===== src/design/mqtt_connect_framer_macros.svh =====
// Assertion macros used by the framer back end.
`ifndef MQTT_CONNECT_FRAMER_MACROS_SVH
`define MQTT_CONNECT_FRAMER_MACROS_SVH

`ifndef SYNTH
`define MCF_ASSERT_NOW(lbl, ante, cons, msg) \
  lbl: assert property (@(posedge clk) disable iff (!rst_n) (ante) |-> (cons)) else $error(msg);
`define MCF_ASSERT_NEXT(lbl, ante, cons, msg) \
  lbl: assert property (@(posedge clk) disable iff (!rst_n) (ante) |=> (cons)) else $error(msg);
`else
`define MCF_ASSERT_NOW(lbl, ante, cons, msg)
`define MCF_ASSERT_NEXT(lbl, ante, cons, msg)
`endif

`endif


===== src/design/mcf_pkg.sv =====
// Types, constants and codes of the MQTT connect framer.
package mcf_pkg;

  localparam int CFG_IDX_W = 3;
  localparam int CFG_DATA_W = 16;
  localparam int REM_W = 18;
  localparam int QDEPTH = 4;
  localparam int QPTR_W = $clog2(QDEPTH);
  localparam int QCNT_W = $clog2(QDEPTH + 1);
  localparam int HDR_LEN = 10;
  localparam int HDR_IDX_W = $clog2(HDR_LEN);

  localparam logic [7:0] FRAME_TYPE = 8'h10;
  localparam logic [7:0] CONNECT_FLAGS = 8'hC2;
  localparam logic [7:0] KEEP_ALIVE = 8'd120;
  localparam logic [7:0] PROTO_LEVEL = 8'd4;
  localparam logic [7:0] MAX_RESPONSE = 8'd200;
  localparam logic [7:0] MIN_ACK_LEN = 8'd4;
  localparam logic [3:0] FAIL_SAT = 4'd15;
  localparam logic [REM_W-1:0] REM_FIXED = REM_W'(16);

  typedef enum logic [1:0] {
    ACT_START    = 2'd0,
    ACT_STRING   = 2'd1,
    ACT_RESPONSE = 2'd2,
    ACT_FAIL     = 2'd3
  } mcf_action_t;

  typedef enum logic [CFG_IDX_W-1:0] {
    CFG_CID   = 3'd0,
    CFG_USER  = 3'd1,
    CFG_PASS  = 3'd2,
    CFG_ACK1  = 3'd3,
    CFG_ACK2  = 3'd4,
    CFG_LIMIT = 3'd5
  } mcf_cfg_idx_t;

  typedef enum logic [1:0] {
    VERD_ACCEPTED = 2'd0,
    VERD_RETRY    = 2'd1,
    VERD_GIVEN_UP = 2'd2
  } mcf_verdict_t;

  typedef enum logic [1:0] {
    SEC_IDLE = 2'd0,
    SEC_CID  = 2'd1,
    SEC_USER = 2'd2,
    SEC_PASS = 2'd3
  } mcf_section_t;

  typedef enum logic [1:0] {
    CMD_START   = 2'd0,
    CMD_BYTE    = 2'd1,
    CMD_VERDICT = 2'd2
  } mcf_cmd_kind_t;

  typedef enum logic [3:0] {
    PH_TYPE,
    PH_LEN0,
    PH_LEN1,
    PH_LEN2,
    PH_HDR,
    PH_PFX_HI,
    PH_PFX_LO,
    PH_DATA,
    PH_VERDICT
  } mcf_phase_t;

  // next_fld: 0 no prefix follows, 1..3 prefixes from that field on, 4 frame ends
  typedef struct packed {
    mcf_cmd_kind_t kind;
    logic [7:0]    data;
    logic [2:0]    next_fld;
    mcf_verdict_t  verdict;
  } mcf_cmd_t;

  typedef struct packed {
    logic [15:0] cid_len;
    logic [15:0] user_len;
    logic [15:0] pass_len;
    logic [7:0]  ack1;
    logic [7:0]  ack2;
    logic [3:0]  limit;
  } mcf_cfg_t;

  function automatic logic [7:0] hdr_byte(input logic [HDR_IDX_W-1:0] idx);
    logic [7:0] b;
    unique case (idx)
      4'd0: b = 8'h00;
      4'd1: b = 8'h04;
      4'd2: b = 8'h4D;
      4'd3: b = 8'h51;
      4'd4: b = 8'h54;
      4'd5: b = 8'h54;
      4'd6: b = PROTO_LEVEL;
      4'd7: b = CONNECT_FLAGS;
      4'd8: b = 8'h00;
      4'd9: b = KEEP_ALIVE;
      default: b = 8'h00;
    endcase
    return b;
  endfunction

endpackage


===== src/design/mcf_in_if.sv =====
// Input word channel: action, data byte and response end mark.
interface mcf_in_if import mcf_pkg::*; ();
  logic       valid;
  logic       ready;
  logic [1:0] action;
  logic [7:0] data_byte;
  logic       response_end;

  modport source (output valid, action, data_byte, response_end, input ready);
  modport sink (input valid, action, data_byte, response_end, output ready);
endinterface


===== src/design/mcf_out_if.sv =====
// Result word channel: frame bytes and acknowledgement verdicts.
interface mcf_out_if import mcf_pkg::*; ();
  logic       valid;
  logic       ready;
  logic       out_kind;
  logic [7:0] out_byte;
  logic       frame_done;
  logic [1:0] verdict;
  logic       last_in_run;

  modport source (output valid, out_kind, out_byte, frame_done, verdict, last_in_run,
                  input ready);
  modport sink (input valid, out_kind, out_byte, frame_done, verdict, last_in_run,
                output ready);
endinterface


===== src/design/mcf_cfg_if.sv =====
// Configuration write channel: register index and write data.
interface mcf_cfg_if import mcf_pkg::*; ();
  logic                  valid;
  logic                  ready;
  logic [CFG_IDX_W-1:0]  index;
  logic [CFG_DATA_W-1:0] data;

  modport source (output valid, index, data, input ready);
  modport sink (input valid, index, data, output ready);
endinterface


===== src/design/mcf_front.sv =====
// Front end: accepts input words, tracks frame and response state, queues commands.
module mcf_front import mcf_pkg::*; (
  input  logic     clk,
  input  logic     rst_n,
  mcf_in_if.sink   in_ch,
  input  mcf_cfg_t cfg,
  input  logic     q_full,
  output logic     q_push,
  output mcf_cmd_t q_data
);

  mcf_section_t section_r, section_nxt;
  logic [15:0]  bytes_left_r, bytes_left_nxt;
  logic [7:0]   resp_cnt_r, resp_cnt_nxt;
  logic         hm_r, hm_nxt;
  logic [3:0]   failed_r, failed_nxt;

  mcf_section_t ent_sec;
  logic [15:0]  ent_len;
  logic [2:0]   ent_from;
  logic         fire, push;
  logic         v_ok;
  logic [3:0]   fail_inc, lim;
  logic [7:0]   cnt_upd;
  logic         hm_upd;

  assign in_ch.ready = !q_full;
  assign fire = in_ch.valid && in_ch.ready;
  assign q_push = fire && push;

  // first field from ent_from on that has bytes
  always_comb begin
    priority if (ent_from <= 3'd1 && cfg.cid_len != 16'd0) begin
      ent_sec = SEC_CID;
      ent_len = cfg.cid_len;
    end else if (ent_from <= 3'd2 && cfg.user_len != 16'd0) begin
      ent_sec = SEC_USER;
      ent_len = cfg.user_len;
    end else if (ent_from <= 3'd3 && cfg.pass_len != 16'd0) begin
      ent_sec = SEC_PASS;
      ent_len = cfg.pass_len;
    end else begin
      ent_sec = SEC_IDLE;
      ent_len = 16'd0;
    end
  end

  assign fail_inc = (failed_r == FAIL_SAT) ? FAIL_SAT : failed_r + 4'd1;
  assign lim = (cfg.limit == 4'd0) ? 4'd1 : cfg.limit;

  always_comb begin
    hm_upd = hm_r;
    cnt_upd = resp_cnt_r;
    if (resp_cnt_r < MAX_RESPONSE) begin
      if (resp_cnt_r == 8'd0 && in_ch.data_byte != cfg.ack1) hm_upd = 1'b0;
      if (resp_cnt_r == 8'd1 && in_ch.data_byte != cfg.ack2) hm_upd = 1'b0;
      cnt_upd = resp_cnt_r + 8'd1;
    end else begin
      hm_upd = 1'b0;
    end
  end

  always_comb begin
    section_nxt = section_r;
    bytes_left_nxt = bytes_left_r;
    resp_cnt_nxt = resp_cnt_r;
    hm_nxt = hm_r;
    failed_nxt = failed_r;
    push = 1'b0;
    v_ok = 1'b0;
    ent_from = 3'd1;
    q_data.kind = CMD_START;
    q_data.data = in_ch.data_byte;
    q_data.next_fld = 3'd0;
    q_data.verdict = VERD_ACCEPTED;
    unique case (mcf_action_t'(in_ch.action))
      ACT_START: begin
        failed_nxt = 4'd0;
        resp_cnt_nxt = 8'd0;
        hm_nxt = 1'b1;
        ent_from = 3'd1;
        section_nxt = ent_sec;
        bytes_left_nxt = ent_len;
        push = 1'b1;
        q_data.next_fld = 3'd1;
      end
      ACT_STRING: begin
        ent_from = {1'b0, section_r} + 3'd1;
        if (section_r != SEC_IDLE && bytes_left_r != 16'd0) begin
          push = 1'b1;
          q_data.kind = CMD_BYTE;
          bytes_left_nxt = bytes_left_r - 16'd1;
          if (bytes_left_r == 16'd1) begin
            q_data.next_fld = ent_from;
            section_nxt = ent_sec;
            bytes_left_nxt = ent_len;
          end
        end
      end
      ACT_RESPONSE: begin
        hm_nxt = hm_upd;
        resp_cnt_nxt = cnt_upd;
        if (in_ch.response_end) begin
          push = 1'b1;
          v_ok = hm_upd && (cnt_upd >= MIN_ACK_LEN);
          resp_cnt_nxt = 8'd0;
          hm_nxt = 1'b1;
        end
      end
      ACT_FAIL: begin
        push = 1'b1;
        resp_cnt_nxt = 8'd0;
        hm_nxt = 1'b1;
      end
    endcase
    if (push && (mcf_action_t'(in_ch.action) == ACT_RESPONSE ||
                 mcf_action_t'(in_ch.action) == ACT_FAIL)) begin
      q_data.kind = CMD_VERDICT;
      if (v_ok) begin
        failed_nxt = 4'd0;
        q_data.verdict = VERD_ACCEPTED;
      end else begin
        failed_nxt = fail_inc;
        q_data.verdict = (fail_inc >= lim) ? VERD_GIVEN_UP : VERD_RETRY;
      end
    end
  end

  always_ff @(posedge clk) begin
    if (!rst_n) begin
      section_r <= SEC_IDLE;
      bytes_left_r <= 16'd0;
      resp_cnt_r <= 8'd0;
      hm_r <= 1'b1;
      failed_r <= 4'd0;
    end else if (fire) begin
      section_r <= section_nxt;
      bytes_left_r <= bytes_left_nxt;
      resp_cnt_r <= resp_cnt_nxt;
      hm_r <= hm_nxt;
      failed_r <= failed_nxt;
    end
  end

endmodule


===== src/design/mcf_queue.sv =====
// Short command queue between the front end and the byte sequencer.
module mcf_queue import mcf_pkg::*; (
  input  logic     clk,
  input  logic     rst_n,
  input  logic     push,
  input  mcf_cmd_t push_data,
  output logic     full,
  input  logic     pop,
  output logic     valid,
  output mcf_cmd_t data
);

  mcf_cmd_t           mem_r [QDEPTH];
  logic [QPTR_W-1:0]  wr_ptr_r, rd_ptr_r;
  logic [QCNT_W-1:0]  count_r;

  assign full = (count_r == QCNT_W'(QDEPTH));
  assign valid = (count_r != '0);
  assign data = mem_r[rd_ptr_r];

  always_ff @(posedge clk) begin
    if (push) mem_r[wr_ptr_r] <= push_data;
  end

  always_ff @(posedge clk) begin
    if (!rst_n) begin
      wr_ptr_r <= '0;
      rd_ptr_r <= '0;
      count_r <= '0;
    end else begin
      if (push) wr_ptr_r <= wr_ptr_r + QPTR_W'(1);
      if (pop) rd_ptr_r <= rd_ptr_r + QPTR_W'(1);
      if (push && !pop) count_r <= count_r + QCNT_W'(1);
      else if (pop && !push) count_r <= count_r - QCNT_W'(1);
    end
  end

endmodule


===== src/design/mcf_back.sv =====
// Back end: expands queued commands into output words, one per cycle unless the output stalls.
`include "mqtt_connect_framer_macros.svh"
module mcf_back import mcf_pkg::*; (
  input  logic     clk,
  input  logic     rst_n,
  input  mcf_cfg_t cfg,
  input  logic     q_valid,
  input  mcf_cmd_t q_data,
  output logic     q_pop,
  mcf_out_if.source out_ch
);

  mcf_cmd_t             cmd_r;
  logic                 cmd_valid_r;
  mcf_phase_t           ph_r, ph_nxt;
  logic [HDR_IDX_W-1:0] idx_r, idx_nxt;
  logic [1:0]           fld_r, fld_nxt;

  logic                 out_valid_r;
  logic                 kind_r, done_r, last_r;
  logic [7:0]           byte_r;
  logic [1:0]           verd_r;

  logic [REM_W-1:0]     rem;
  logic [15:0]          fld_len;
  logic                 emit, load, last;
  logic                 o_kind, o_done;
  logic [7:0]           o_byte;
  logic [1:0]           o_verd;

  assign rem = REM_FIXED + REM_W'(cfg.cid_len) + REM_W'(cfg.user_len)
             + REM_W'(cfg.pass_len);

  always_comb begin
    unique case (fld_r)
      2'd1: fld_len = cfg.cid_len;
      2'd2: fld_len = cfg.user_len;
      default: fld_len = cfg.pass_len;
    endcase
  end

  assign emit = cmd_valid_r && (!out_valid_r || out_ch.ready);
  assign load = !cmd_valid_r || (emit && last);
  assign q_pop = load && q_valid;

  // next phase
  always_comb begin
    ph_nxt = ph_r;
    idx_nxt = idx_r;
    fld_nxt = fld_r;
    last = 1'b0;
    unique case (ph_r)
      PH_TYPE: ph_nxt = PH_LEN0;
      PH_LEN0: begin
        idx_nxt = '0;
        ph_nxt = (rem[REM_W-1:7] != '0) ? PH_LEN1 : PH_HDR;
      end
      PH_LEN1: begin
        idx_nxt = '0;
        ph_nxt = (rem[REM_W-1:14] != '0) ? PH_LEN2 : PH_HDR;
      end
      PH_LEN2: begin
        idx_nxt = '0;
        ph_nxt = PH_HDR;
      end
      PH_HDR: begin
        if (idx_r == HDR_IDX_W'(HDR_LEN - 1)) begin
          ph_nxt = PH_PFX_HI;
          fld_nxt = cmd_r.next_fld[1:0];
        end else begin
          idx_nxt = idx_r + HDR_IDX_W'(1);
        end
      end
      PH_PFX_HI: ph_nxt = PH_PFX_LO;
      PH_PFX_LO: begin
        if (fld_len != 16'd0 || fld_r == 2'd3) begin
          last = 1'b1;
        end else begin
          ph_nxt = PH_PFX_HI;
          fld_nxt = fld_r + 2'd1;
        end
      end
      PH_DATA: begin
        if (cmd_r.next_fld == 3'd0 || cmd_r.next_fld == 3'd4) begin
          last = 1'b1;
        end else begin
          ph_nxt = PH_PFX_HI;
          fld_nxt = cmd_r.next_fld[1:0];
        end
      end
      PH_VERDICT: last = 1'b1;
      default: last = 1'b1;
    endcase
  end

  // output word
  always_comb begin
    o_kind = 1'b0;
    o_byte = 8'h00;
    o_done = 1'b0;
    o_verd = VERD_ACCEPTED;
    unique case (ph_r)
      PH_TYPE: o_byte = FRAME_TYPE;
      PH_LEN0: o_byte = {rem[REM_W-1:7] != '0, rem[6:0]};
      PH_LEN1: o_byte = {rem[REM_W-1:14] != '0, rem[13:7]};
      PH_LEN2: o_byte = 8'(rem[REM_W-1:14]);
      PH_HDR: o_byte = hdr_byte(idx_r);
      PH_PFX_HI: o_byte = fld_len[15:8];
      PH_PFX_LO: begin
        o_byte = fld_len[7:0];
        o_done = (fld_len == 16'd0) && (fld_r == 2'd3);
      end
      PH_DATA: begin
        o_byte = cmd_r.data;
        o_done = (cmd_r.next_fld == 3'd4);
      end
      PH_VERDICT: begin
        o_kind = 1'b1;
        o_verd = cmd_r.verdict;
      end
      default: o_byte = 8'h00;
    endcase
  end

  always_ff @(posedge clk) begin
    if (!rst_n) begin
      cmd_valid_r <= 1'b0;
      ph_r <= PH_TYPE;
      idx_r <= '0;
      fld_r <= 2'd1;
    end else if (load) begin
      cmd_valid_r <= q_valid;
      cmd_r <= q_data;
      idx_r <= '0;
      fld_r <= q_data.next_fld[1:0];
      unique case (q_data.kind)
        CMD_START: ph_r <= PH_TYPE;
        CMD_BYTE: ph_r <= PH_DATA;
        default: ph_r <= PH_VERDICT;
      endcase
    end else if (emit) begin
      ph_r <= ph_nxt;
      idx_r <= idx_nxt;
      fld_r <= fld_nxt;
    end
  end

  always_ff @(posedge clk) begin
    if (!rst_n) begin
      out_valid_r <= 1'b0;
    end else if (emit) begin
      out_valid_r <= 1'b1;
    end else if (out_ch.ready) begin
      out_valid_r <= 1'b0;
    end
  end

  always_ff @(posedge clk) begin
    if (emit) begin
      kind_r <= o_kind;
      byte_r <= o_byte;
      done_r <= o_done;
      verd_r <= o_verd;
      last_r <= last;
    end
  end

  assign out_ch.valid = out_valid_r;
  assign out_ch.out_kind = kind_r;
  assign out_ch.out_byte = byte_r;
  assign out_ch.frame_done = done_r;
  assign out_ch.verdict = verd_r;
  assign out_ch.last_in_run = last_r;

  `MCF_ASSERT_NOW(a_verdict_last, out_valid_r && kind_r, last_r && !done_r, "verdict not last")
  `MCF_ASSERT_NOW(a_done_last, out_valid_r && done_r, last_r && !kind_r, "frame end not last")
  `MCF_ASSERT_NOW(a_hdr_idx, cmd_valid_r && ph_r == PH_HDR, idx_r < HDR_IDX_W'(HDR_LEN), "hdr index")
  `MCF_ASSERT_NEXT(a_drain, emit && last && !q_valid, !cmd_valid_r, "sequencer stuck busy")

endmodule


===== src/design/mqtt_connect_framer.sv =====
// Top level of the MQTT connect framer: configuration registers, front end, queue, back end.
//
// Input words are accepted one per cycle whenever the four-entry command queue has room.
// The back end sequencer then emits one output word per cycle while the output register
// drains: a start word expands to 14 to 20 output words (type byte, one to three length
// bytes, ten header bytes and two to six prefix bytes), a string byte to one word plus up
// to four prefix words, and a response end or a receive failure to one verdict word.
// Sustained throughput is therefore set by the back end at one output word per cycle;
// configuration writes are taken in any cycle and should be made while the block is idle.
module mqtt_connect_framer import mcf_pkg::*; (
  input  logic      clk,
  input  logic      rst_n,
  mcf_in_if.sink    in_ch,
  mcf_out_if.source out_ch,
  mcf_cfg_if.sink   cfg_ch
);

  mcf_cfg_t cfg_r;
  logic     q_full, q_push, q_pop, q_valid;
  mcf_cmd_t q_in, q_out;

  assign cfg_ch.ready = 1'b1;

  always_ff @(posedge clk) begin
    if (!rst_n) begin
      cfg_r.cid_len <= 16'd0;
      cfg_r.user_len <= 16'd0;
      cfg_r.pass_len <= 16'd0;
      cfg_r.ack1 <= 8'd32;
      cfg_r.ack2 <= 8'd2;
      cfg_r.limit <= 4'd5;
    end else if (cfg_ch.valid && cfg_ch.ready) begin
      unique case (mcf_cfg_idx_t'(cfg_ch.index))
        CFG_CID: cfg_r.cid_len <= cfg_ch.data;
        CFG_USER: cfg_r.user_len <= cfg_ch.data;
        CFG_PASS: cfg_r.pass_len <= cfg_ch.data;
        CFG_ACK1: cfg_r.ack1 <= cfg_ch.data[7:0];
        CFG_ACK2: cfg_r.ack2 <= cfg_ch.data[7:0];
        CFG_LIMIT: cfg_r.limit <= cfg_ch.data[3:0];
        default: ;
      endcase
    end
  end

  mcf_front u_front (
    .clk    (clk),
    .rst_n  (rst_n),
    .in_ch  (in_ch),
    .cfg    (cfg_r),
    .q_full (q_full),
    .q_push (q_push),
    .q_data (q_in)
  );

  mcf_queue u_queue (
    .clk       (clk),
    .rst_n     (rst_n),
    .push      (q_push),
    .push_data (q_in),
    .full      (q_full),
    .pop       (q_pop),
    .valid     (q_valid),
    .data      (q_out)
  );

  mcf_back u_back (
    .clk     (clk),
    .rst_n   (rst_n),
    .cfg     (cfg_r),
    .q_valid (q_valid),
    .q_data  (q_out),
    .q_pop   (q_pop),
    .out_ch  (out_ch)
  );

endmodule


===== src/flat_wrapper.sv =====
// flat-port wrapper written by rule: the top's interface ports become plain ports
module mqtt_connect_framer_flat import mcf_pkg::*;
  (clk, rst_n, in_ch_valid, in_ch_action, in_ch_data_byte, in_ch_response_end, in_ch_ready, out_ch_valid, out_ch_out_kind, out_ch_out_byte, out_ch_frame_done, out_ch_verdict, out_ch_last_in_run, out_ch_ready, cfg_ch_valid, cfg_ch_index, cfg_ch_data, cfg_ch_ready);
  mcf_in_if in_ch_i ();
  mcf_out_if out_ch_i ();
  mcf_cfg_if cfg_ch_i ();
  input  logic clk;
  input  logic rst_n;
  input wire logic [$bits(in_ch_i.valid)-1:0] in_ch_valid;
  input wire logic [$bits(in_ch_i.action)-1:0] in_ch_action;
  input wire logic [$bits(in_ch_i.data_byte)-1:0] in_ch_data_byte;
  input wire logic [$bits(in_ch_i.response_end)-1:0] in_ch_response_end;
  output wire logic [$bits(in_ch_i.ready)-1:0] in_ch_ready;
  output wire logic [$bits(out_ch_i.valid)-1:0] out_ch_valid;
  output wire logic [$bits(out_ch_i.out_kind)-1:0] out_ch_out_kind;
  output wire logic [$bits(out_ch_i.out_byte)-1:0] out_ch_out_byte;
  output wire logic [$bits(out_ch_i.frame_done)-1:0] out_ch_frame_done;
  output wire logic [$bits(out_ch_i.verdict)-1:0] out_ch_verdict;
  output wire logic [$bits(out_ch_i.last_in_run)-1:0] out_ch_last_in_run;
  input wire logic [$bits(out_ch_i.ready)-1:0] out_ch_ready;
  input wire logic [$bits(cfg_ch_i.valid)-1:0] cfg_ch_valid;
  input wire logic [$bits(cfg_ch_i.index)-1:0] cfg_ch_index;
  input wire logic [$bits(cfg_ch_i.data)-1:0] cfg_ch_data;
  output wire logic [$bits(cfg_ch_i.ready)-1:0] cfg_ch_ready;
  assign in_ch_i.valid = in_ch_valid;
  assign in_ch_i.action = in_ch_action;
  assign in_ch_i.data_byte = in_ch_data_byte;
  assign in_ch_i.response_end = in_ch_response_end;
  assign in_ch_ready = in_ch_i.ready;
  assign out_ch_valid = out_ch_i.valid;
  assign out_ch_out_kind = out_ch_i.out_kind;
  assign out_ch_out_byte = out_ch_i.out_byte;
  assign out_ch_frame_done = out_ch_i.frame_done;
  assign out_ch_verdict = out_ch_i.verdict;
  assign out_ch_last_in_run = out_ch_i.last_in_run;
  assign out_ch_i.ready = out_ch_ready;
  assign cfg_ch_i.valid = cfg_ch_valid;
  assign cfg_ch_i.index = cfg_ch_index;
  assign cfg_ch_i.data = cfg_ch_data;
  assign cfg_ch_ready = cfg_ch_i.ready;
  mqtt_connect_framer u_core (.clk(clk), .rst_n(rst_n), .in_ch(in_ch_i), .out_ch(out_ch_i), .cfg_ch(cfg_ch_i));
endmodule

===== config.mk =====
export PLATFORM = sky130hd
export DESIGN_NAME = mqtt_connect_framer_flat
export DESIGN_NICKNAME = d
export VERILOG_FILES = /design/src/design/mcf_pkg.sv /design/src/design/mcf_in_if.sv /design/src/design/mcf_out_if.sv /design/src/design/mcf_cfg_if.sv /design/src/design/mcf_front.sv /design/src/design/mcf_queue.sv /design/src/design/mcf_back.sv /design/src/design/mqtt_connect_framer.sv /design/src/flat_wrapper.sv
export VERILOG_INCLUDE_DIRS = /design/src /design/src/design
export SDC_FILE = /design/constraint.sdc
export NUM_CORES = 1
export LEC_CHECK = 0
export ABC_AREA = 0
export BUFFER_PORTS_ARGS = -buffer_cell sky130_fd_sc_hd__buf_2
export CORE_ASPECT_RATIO = 1.4
export CORE_MARGIN = 2
export CORE_UTILIZATION = 24
export CTS_CLUSTER_DIAMETER = 200
export DETAILED_ROUTE_END_ITERATION = 8
export SLEW_MARGIN = 20
export SYNTH_ARGS = -nofsm -noshare
export SYNTH_HDL_FRONTEND = slang
export SYNTH_HIERARCHICAL = 1
export SYNTH_SLANG_ARGS = --single-unit

===== constraint.sdc =====
create_clock -name clk -period 4.1 [get_ports clk]
set_input_delay 0.205 -clock clk [delete_from_list [all_inputs] [get_ports clk]]
set_output_delay 0.205 -clock clk [all_outputs]
set_load 0.01 [all_outputs]

* Word level (Yosys, flattened, before mapping)
Memories as Yosys holds them, arrays and structs flattened. A register that Yosys moved wholly into a read port is not among the register bits.
Cells that the tools add are included.
** Storage, ports and cells
- Register bits :: 144
- Bits in writable memories :: 60
- Memory bits (read-only) :: 128
- Bits of input ports :: 35
- Output and inout bits :: 16
- Word-level logic and storage cells :: 227
- Memories kept :: 2
** Operators by class
- Add/sub/neg operators :: 13
- Order comparisons :: 6
- Equal/unequal tests :: 34
- Muxes and demuxes :: 74
- Bitwise logic cells :: 1
- Reductions and logical operators :: 70
** Memories
- (name not given) :: depth 16, bits a word 8, read ports 1, clocked after memory_dff 1, wr ports 0, RTL line mcf_pkg.sv:88 : unique case (idx)
- u_core.u_queue.mem_r :: depth 4, bits a word 15, read ports 1, clocked after memory_dff 1, wr ports 1, RTL line mcf_queue.sv:13 : mcf_cmd_t mem_r [QDEPTH];
** Operators by type and width (number)
- 2-to-1 mux 16 bit :: 5
- nonzero test 16 bit :: 5
- one-hot mux 16 bit (2 select lines) :: 2
- one-hot mux 8 bit (8 select lines) :: 1
- 2-to-1 mux 4 bit :: 13
- adder 18 x 16 -> 18 bit :: 2
- 2-to-1 mux 2 bit :: 16
- one-hot mux 4 bit (8 select lines) :: 1
- 2-to-1 mux 3 bit :: 7
- AND reduction 2 bit :: 9
- adder 5 x 16 -> 17 bit (first input constant) :: 1
- 2-to-1 mux 1 bit :: 17
- equality test 16 x 1 -> 1 bit (second input constant) :: 1
- equality test 4 x 3 -> 1 bit (second input constant) :: 4
- logical AND 1 bit :: 16
- zero test 16 bit :: 1
- 2-to-1 mux 8 bit :: 2
- != test 8 bit :: 2
- one-hot mux 4 bit (2 select lines) :: 2
- one-hot mux 8 bit (2 select lines) :: 1
- nonzero test 2 bit :: 8
- subtractor 16 x 1 -> 16 bit (second input constant) :: 1
- equality test 3 bit (second input constant) :: 4
- equality test 4 bit (second input constant) :: 3
- other kinds (42) :: 74

* Depth between registers and ports, before layout
- Word-level depth :: 12
- Gate-level depth with buffers :: 18
- Depth with buffers taken out :: 15

* Modules after synthesis
Netlist, hierarchy kept.
** Modules (own cells, without submodules)
- mcf_back :: instances 1, cells each 500, area each 4295.4 um^2, sequential area each 1161.1 um^2
- mcf_front :: instances 1, cells each 387, area each 2939.1 um^2, sequential area each 620.6 um^2
- mcf_queue :: instances 1, cells each 121, area each 2641.3 um^2, sequential area each 1981.9 um^2
- mqtt_connect_framer :: instances 1, cells each 251, area each 2577.5 um^2, sequential area each 1361.3 um^2

* Worst setup path after synthesis
No wires, ideal clock.
- Path type :: register to register
- Start point :: register u_core.u_back.fld_r[0]
- End point :: register u_core.u_queue.count_r[2]
- Setup time :: 0.076 ns
- Data arrival time :: 3.946 ns
- Required time :: 4.024 ns
- Setup slack :: 0.079 ns
- Cell stages (with the launch flop) :: 18
- Path buffers :: 2
- Period minus slack after synthesis :: 4.021 ns
- Path through :: dfxtp_1 > inv_1 > ha_1 > clkbuf_1 > a221oi_1 > o22ai_1 > or4_1 > or4_4 > nand2_4 > buf_6 > nor2_1 > inv_1 > ha_1 > inv_1 > fa_1 > xor2_1 > or3_1 > a21boi_0
** Between the ends
- Longest elaborated chain between the ends :: 12
** RTL lines
- start, declared :: RTL line mcf_back.sv:17 : logic [1:0] fld_r, fld_nxt;
- start signal, assigned :: RTL line mcf_back.sv:135 : fld_r <= q_data.next_fld[1:0];
- start signal, assigned :: RTL line mcf_back.sv:144 : fld_r <= fld_nxt;
- equality test 2 bit / equality test 2 x 1 -> 1 bit (equally long branches) :: RTL line mcf_back.sv:35 : unique case (fld_r)
- one-hot mux 16 bit (2 select lines) :: RTL line mcf_back.sv:35
- nonzero test 16 bit :: RTL line mcf_back.sv:76 : if (fld_len != 16'd0 || fld_r == 2'd3) begin
- logical OR 1 bit (*) :: RTL line mcf_back.sv:76
- 2-to-1 mux 1 bit (*) :: RTL line mcf_back.sv:76
- one-hot mux 1 bit (3 select lines) (*) :: RTL line mcf_back.sv:52 : unique case (ph_r)
- logical AND 1 bit (*) :: RTL line mcf_back.sv:43 : assign load = !cmd_valid_r || (emit && last);
- logical OR 1 bit (*) :: RTL line mcf_back.sv:43
- logical AND 1 bit (*) :: RTL line mcf_back.sv:44 : assign q_pop = load && q_valid;
- named net u_core.q_pop :: RTL line mqtt_connect_framer.sv:19 : logic q_full, q_push, q_pop, q_valid;
- zero test 1 bit :: RTL line mcf_queue.sv:33 : if (push && !pop) count_r <= count_r + QCNT_W'(1);
- logical AND 1 bit :: RTL line mcf_queue.sv:33
- 2-to-1 mux 3 bit / nonzero test 2 bit (equally long branches)
- end signal, assigned :: RTL line mcf_queue.sv:33
- end signal, assigned :: RTL line mcf_queue.sv:34 : else if (pop && !push) count_r <= count_r - QCNT_W'(1);
- end, declared :: RTL line mcf_queue.sv:15 : logic [QCNT_W-1:0] count_r;
The timed path passes the listed nets; every way through them passes the cells marked *.
A chain may end at the register's enable or synchronous reset.

* Worst setup path after layout
Ends and elaborated chain as after synthesis.

==> key figures <==
Clocking
  • CTS tree: done
  • Sink Count: 213
  • Clock buffer depth: 3
  • Skew-Pair Late Insertion Delay: 0.53 ns
  • CTS Buf Count: 22
  • Clk slew on worst S/H paths: 0.06 ns
  • Clock root buffer: clkbuf_16
  • H-tree Lvls: 1

Yosys
  • Post-synth ARST share: 0%
  • Syn Inst Count: 1259
  • Synthesized flop and latch total: 213
  • Mux contribution to synthesized area: 8.580%
  • Mapped Nets: 1372
  • Register area share after synthesis: 41.15%
  • Post-synth top area cell: edfxtp_1
  • Area contributors post-synth: edfxtp_1 21%, dfxtp_1 20%, ha_1 6.0%
  • Avg Cell Area, Syn: 9.891 um^2
  • Synthesized area: 12450 um^2
  • Top_reg_cell synth: dfxtp_1
  • Synth Area in Compound Gates: 14.78%
  • Synth Area in Adders: 8.922%
  • Largest family of logic cells by synthesized area: simple AND/OR/NAND/NOR gates
  • Syn. warnings: 6
  • Post-synth top area share: 20.74%
  • Post-synth EDFFs: 86
  • Simple logic cell fraction of the synthesized area: 17.85%
  • Distinct cells, synth: 91
  • Synth Area in XOR/XNOR: 2.462%

Drt
  • Vias: 10090
  • DRT antenna net count: 0
  • Final wirelength: 35.52 mm
  • Post-DR vias/cell: 5.001
  • Initial DRC Count: 693
  • DR WL/cell: 17.61 um
  • Drt drc: 0
  • Drt pass-1 iters: 5

Setup path
  • Crit path DAT: 4.45 ns
  • FF-to-FF setup slack: 0.11 ns
  • Worst path most repeated cell: inv_1
  • Startpoint Class: flop
  • FF-to-FF Start: u_core/u_back/fld_r[0]
  • Buffers and inverters on the worst path: 4
  • CP max stage cell: or4_4
  • Crit path kind: flop to flop
  • Cell depth of the worst flop-to-flop path: 16
  • R2R Path End: u_core/u_queue/count_r[2]
  • Worst setup path start: u_core/u_back/fld_r[0]
  • Crit path to: u_core/u_queue/count_r[2]
  • Critical-path maximum fanout: 16
  • CP Capture Type: flop
  • WP depth: 16
  • Cell Chain, Critical Path: inv_1 -> ha_4 -> clkbuf_16 -> a221oi_4 -> o22ai_1 -> or4_4 -> or4_4 -> nand2_4 -> nor2_1 -> inv_1 -> ha_2 -> inv_1 -> fa_1 -> xor2_1 -> or3_1 -> a21boi_1
  • Worst Path Required: 4.56 ns
  • Largest delay share family, worst path: simple AND/OR/NAND/NOR gates
  • CP peak stage delay: 0.56 ns

Floorplanning
  • Die W: 196.5 um
  • Number of I/O pins: 51
  • Starting density of the core: 24.36%
  • Core Area: 51130 um^2
  • Die Ht: 273.5 um
  • Row count: 98
  • Die ar.: 53750 um^2

Global route
  • Number of global-route vias before repair: 10180
  • First-pass GRT wire length: 55.24 mm
  • Initial antenna violation count: 0
  • Aggregate global routing overflow: 0
  • Largest net degree at the start of global routing: 86
  • GR Util All Layers: 12.88%

Timing
  • Clk_skew: 0.01487 ns
  • Pins Over Slew Limit: 0
  • Final setup violation count: 0
  • Hold Vio Cnt, Final: 0
  • Setup TNS: 0 ns
  • Min Tclk post-route: 3.986 ns
  • Worst-margin pin slew: 0.8594 ns
  • Hold WS: 0.002812 ns
  • FMAX: 250.9 MHz
  • Slew HR: 42.51%
  • Period utilisation layout: 97.22%

Placement
  • Cell Area, Placed: 13690 um^2
  • RePlAce Congestion: 0.9389
  • Cell Count Post-Placement: 1961
  • Placed wire-length estimate: 26.94 mm
  • IO Port Bufs: 49

Flow run
  • Maximum capacitance violations: 0

Power and ir drop
  • Net Sw Power: 2.283 mW
  • PwrDens: 467.0 nW/um^2
  • Power share of the clock group: 30.5%
  • Maximum vdd drop: 0.0003052 V
  • Comb pwr share: 31.9%
  • Seq pwr share: 37.6%
  • Switching Fraction: 33.06%
  • Leakage: 6.018 nW
  • P_int: 4.623 mW

Status
  • Status: finished, final reports clean

Cells and area
  • Nets: 1464
  • FF/Latch Area: 5127 um^2
  • Area of the multi-input gates: 6705 um^2
  • Commonest non-fill, non-tap cell in the layout: nand2_1
  • Finished Core Util: 28.93%
  • Final Non-Filler Cells: 2017
  • Most frequent cells in the layout: 144 x nand2_1, 125 x dfxtp_1, 96 x inv_1
  • Fillcell total: 5226
  • Design Area, Final: 14790 um^2
  • Synth-to-layout area growth: 18.77%
  • Share of layout cells above drive strength 1: 16.61%
  • N_diodes: 0

Min path
  • Hold crit path type: input pin to flop
  • Hold path cells: 3
-- cells in the mapped netlist, types with 10 or more instances --
| cell type | number |
|---|---|
| xnor2_1 | 10 |
| clkbuf_1 | 40 |
| edfxtp_1 | 86 |
| a221o_1 | 15 |
| nor3_1 | 26 |
| nand2b_1 | 12 |
| inv_1 | 96 |
| nand2_1 | 144 |
| nor2b_1 | 25 |
| nor2_1 | 57 |
| and2_1 | 19 |
| a21oi_1 | 56 |
| dfxtp_1 | 127 |
| mux2i_1 | 70 |
| fa_1 | 18 |
| o211ai_1 | 15 |
| and3_1 | 12 |
| o21ai_0 | 41 |
| nand3_1 | 33 |
| a221oi_1 | 20 |
| nor4_1 | 26 |
| nand4_1 | 11 |
| buf_2 | 11 |
| mux4_2 | 10 |
| buf_4 | 13 |
| a31oi_1 | 13 |
| or4_1 | 11 |
| ha_1 | 60 |
| xor2_1 | 25 |
-- layout make-up --
cell class                 count  share of cell area [%]
clock buffer                  29                   4.035
clock inverter                11                   1.150
inverter                      97                   2.462
multi-input combinational    877                   45.33
sequential                   213                   34.67
tap                          650                   5.499
timing repair buffer         140                   6.852
-- worst register-to-register path, delay by kind of cell, from the launching register on --
kind                     cells  cell delay, ns
adder cells (fa/ha/maj)      3            0.90
XOR/XNOR                     1            0.18
AND/OR/NAND/NOR              5            1.56
flip-flops                   1            0.37
buffers and inverters        4            0.39
AO/OA/AOI/OAI                3            0.50
-- flip-flops by register name (all words and copies together) (netlist names), named ones only --
| name | flops |
|---|---|
| u_core/u_back/out_ch.verdict | 2 |
| u_core/u_queue/count_r | 3 |
| u_core/u_back/cmd_r | 13 |
| u_core/u_front/failed_r | 4 |
| u_core/u_queue/mem_r | 60 |
| u_core/u_front/hm_r | 1 |
| u_core/cfg_r | 68 |
| u_core/u_front/bytes_left_r | 16 |
| u_core/u_back/ph_r | 4 |
| u_core/u_back/out_ch.frame_done | 1 |
| u_core/u_queue/rd_ptr_r | 2 |
| u_core/u_back/out_ch.out_byte | 8 |
| u_core/u_front/section_r | 2 |
| u_core/u_front/resp_cnt_r | 8 |
| u_core/u_queue/wr_ptr_r | 2 |
| u_core/u_back/idx_r | 4 |
| u_core/u_back/out_ch.out_kind | 1 |
| u_core/u_back/fld_r | 2 |
| u_core/u_back/out_ch.last_in_run | 1 |
| u_core/u_back/out_ch.valid | 1 |
| u_core/u_back/cmd_valid_r | 1 |
-- through the flow --
| step | power [mW] | setup slack (ns) |
|---|---|---|
| global route | 7.251 | -0.09757 |
| floorplan | 3.984 | 0.07894 |
| global placement | 4.560 | 0.1028 |
| CTS | 6.786 | 0.003589 |
| finish | 6.907 | 0.1139 |
| detailed placement | 4.613 | -0.1446 |
-- power groups by stage --
stage / Clock (mW) / Sequential, mW / Combinational [mW]
after detailed placement: 0 / 2.64 / 1.97
after floorplan: 0 / 2.60 / 1.38
after global routing: 2.24 / 2.62 / 2.39
after global placement: 0 / 2.63 / 1.93
final: 2.11 / 2.60 / 2.20
after CTS: 2.16 / 2.59 / 2.03
-- layer usage --
layer  share of wire, %  global-route usage, %  routed length [um]
met5                  0                      0                   0
met4                4.0                  5.941                1417
met1                 40                  14.60               14270
met2                 52                  24.23               18510
met3                3.7                  1.183                1318
-- worst min path at each step --
| stage | to | from |
|---|---|---|
| after global routing | u_core/u_queue/mem_r[1][7] | in_ch_data_byte[2] |
| after global placement | u_core/cfg_r[1] | u_core/cfg_r[1] |
| after floorplan | flop | rst_n |
| final | u_core/cfg_r[34] | cfg_ch_data[14] |
| after CTS | u_core/cfg_r[34] | cfg_ch_data[14] |
| after detailed placement | u_core/cfg_r[13] | u_core/cfg_r[13] |
-- timing repair --
action | CTS | global route
hold buffers | 13 | 0
setup buffers | 1 | 0
setup endpoints to repair | 1 | 4
pin swaps | 1 | 2
hold endpoints to repair | 31 | 0
cloned | 0 | 1
resized for setup | 9 | 22
-- cells by family after synthesis --
| group | count (synthesis) |
|---|---|
| other | 1 |
| and+or+nand+nor | 421 |
| AOI/OAI and AO/OA | 256 |
| adders and majority gates | 78 |
| muxes | 86 |
| buffers and inverters | 169 |
| xor gates and xnor gates | 35 |
| DFF | 213 |
Note: power is estimated with default switching activity, not from simulation.
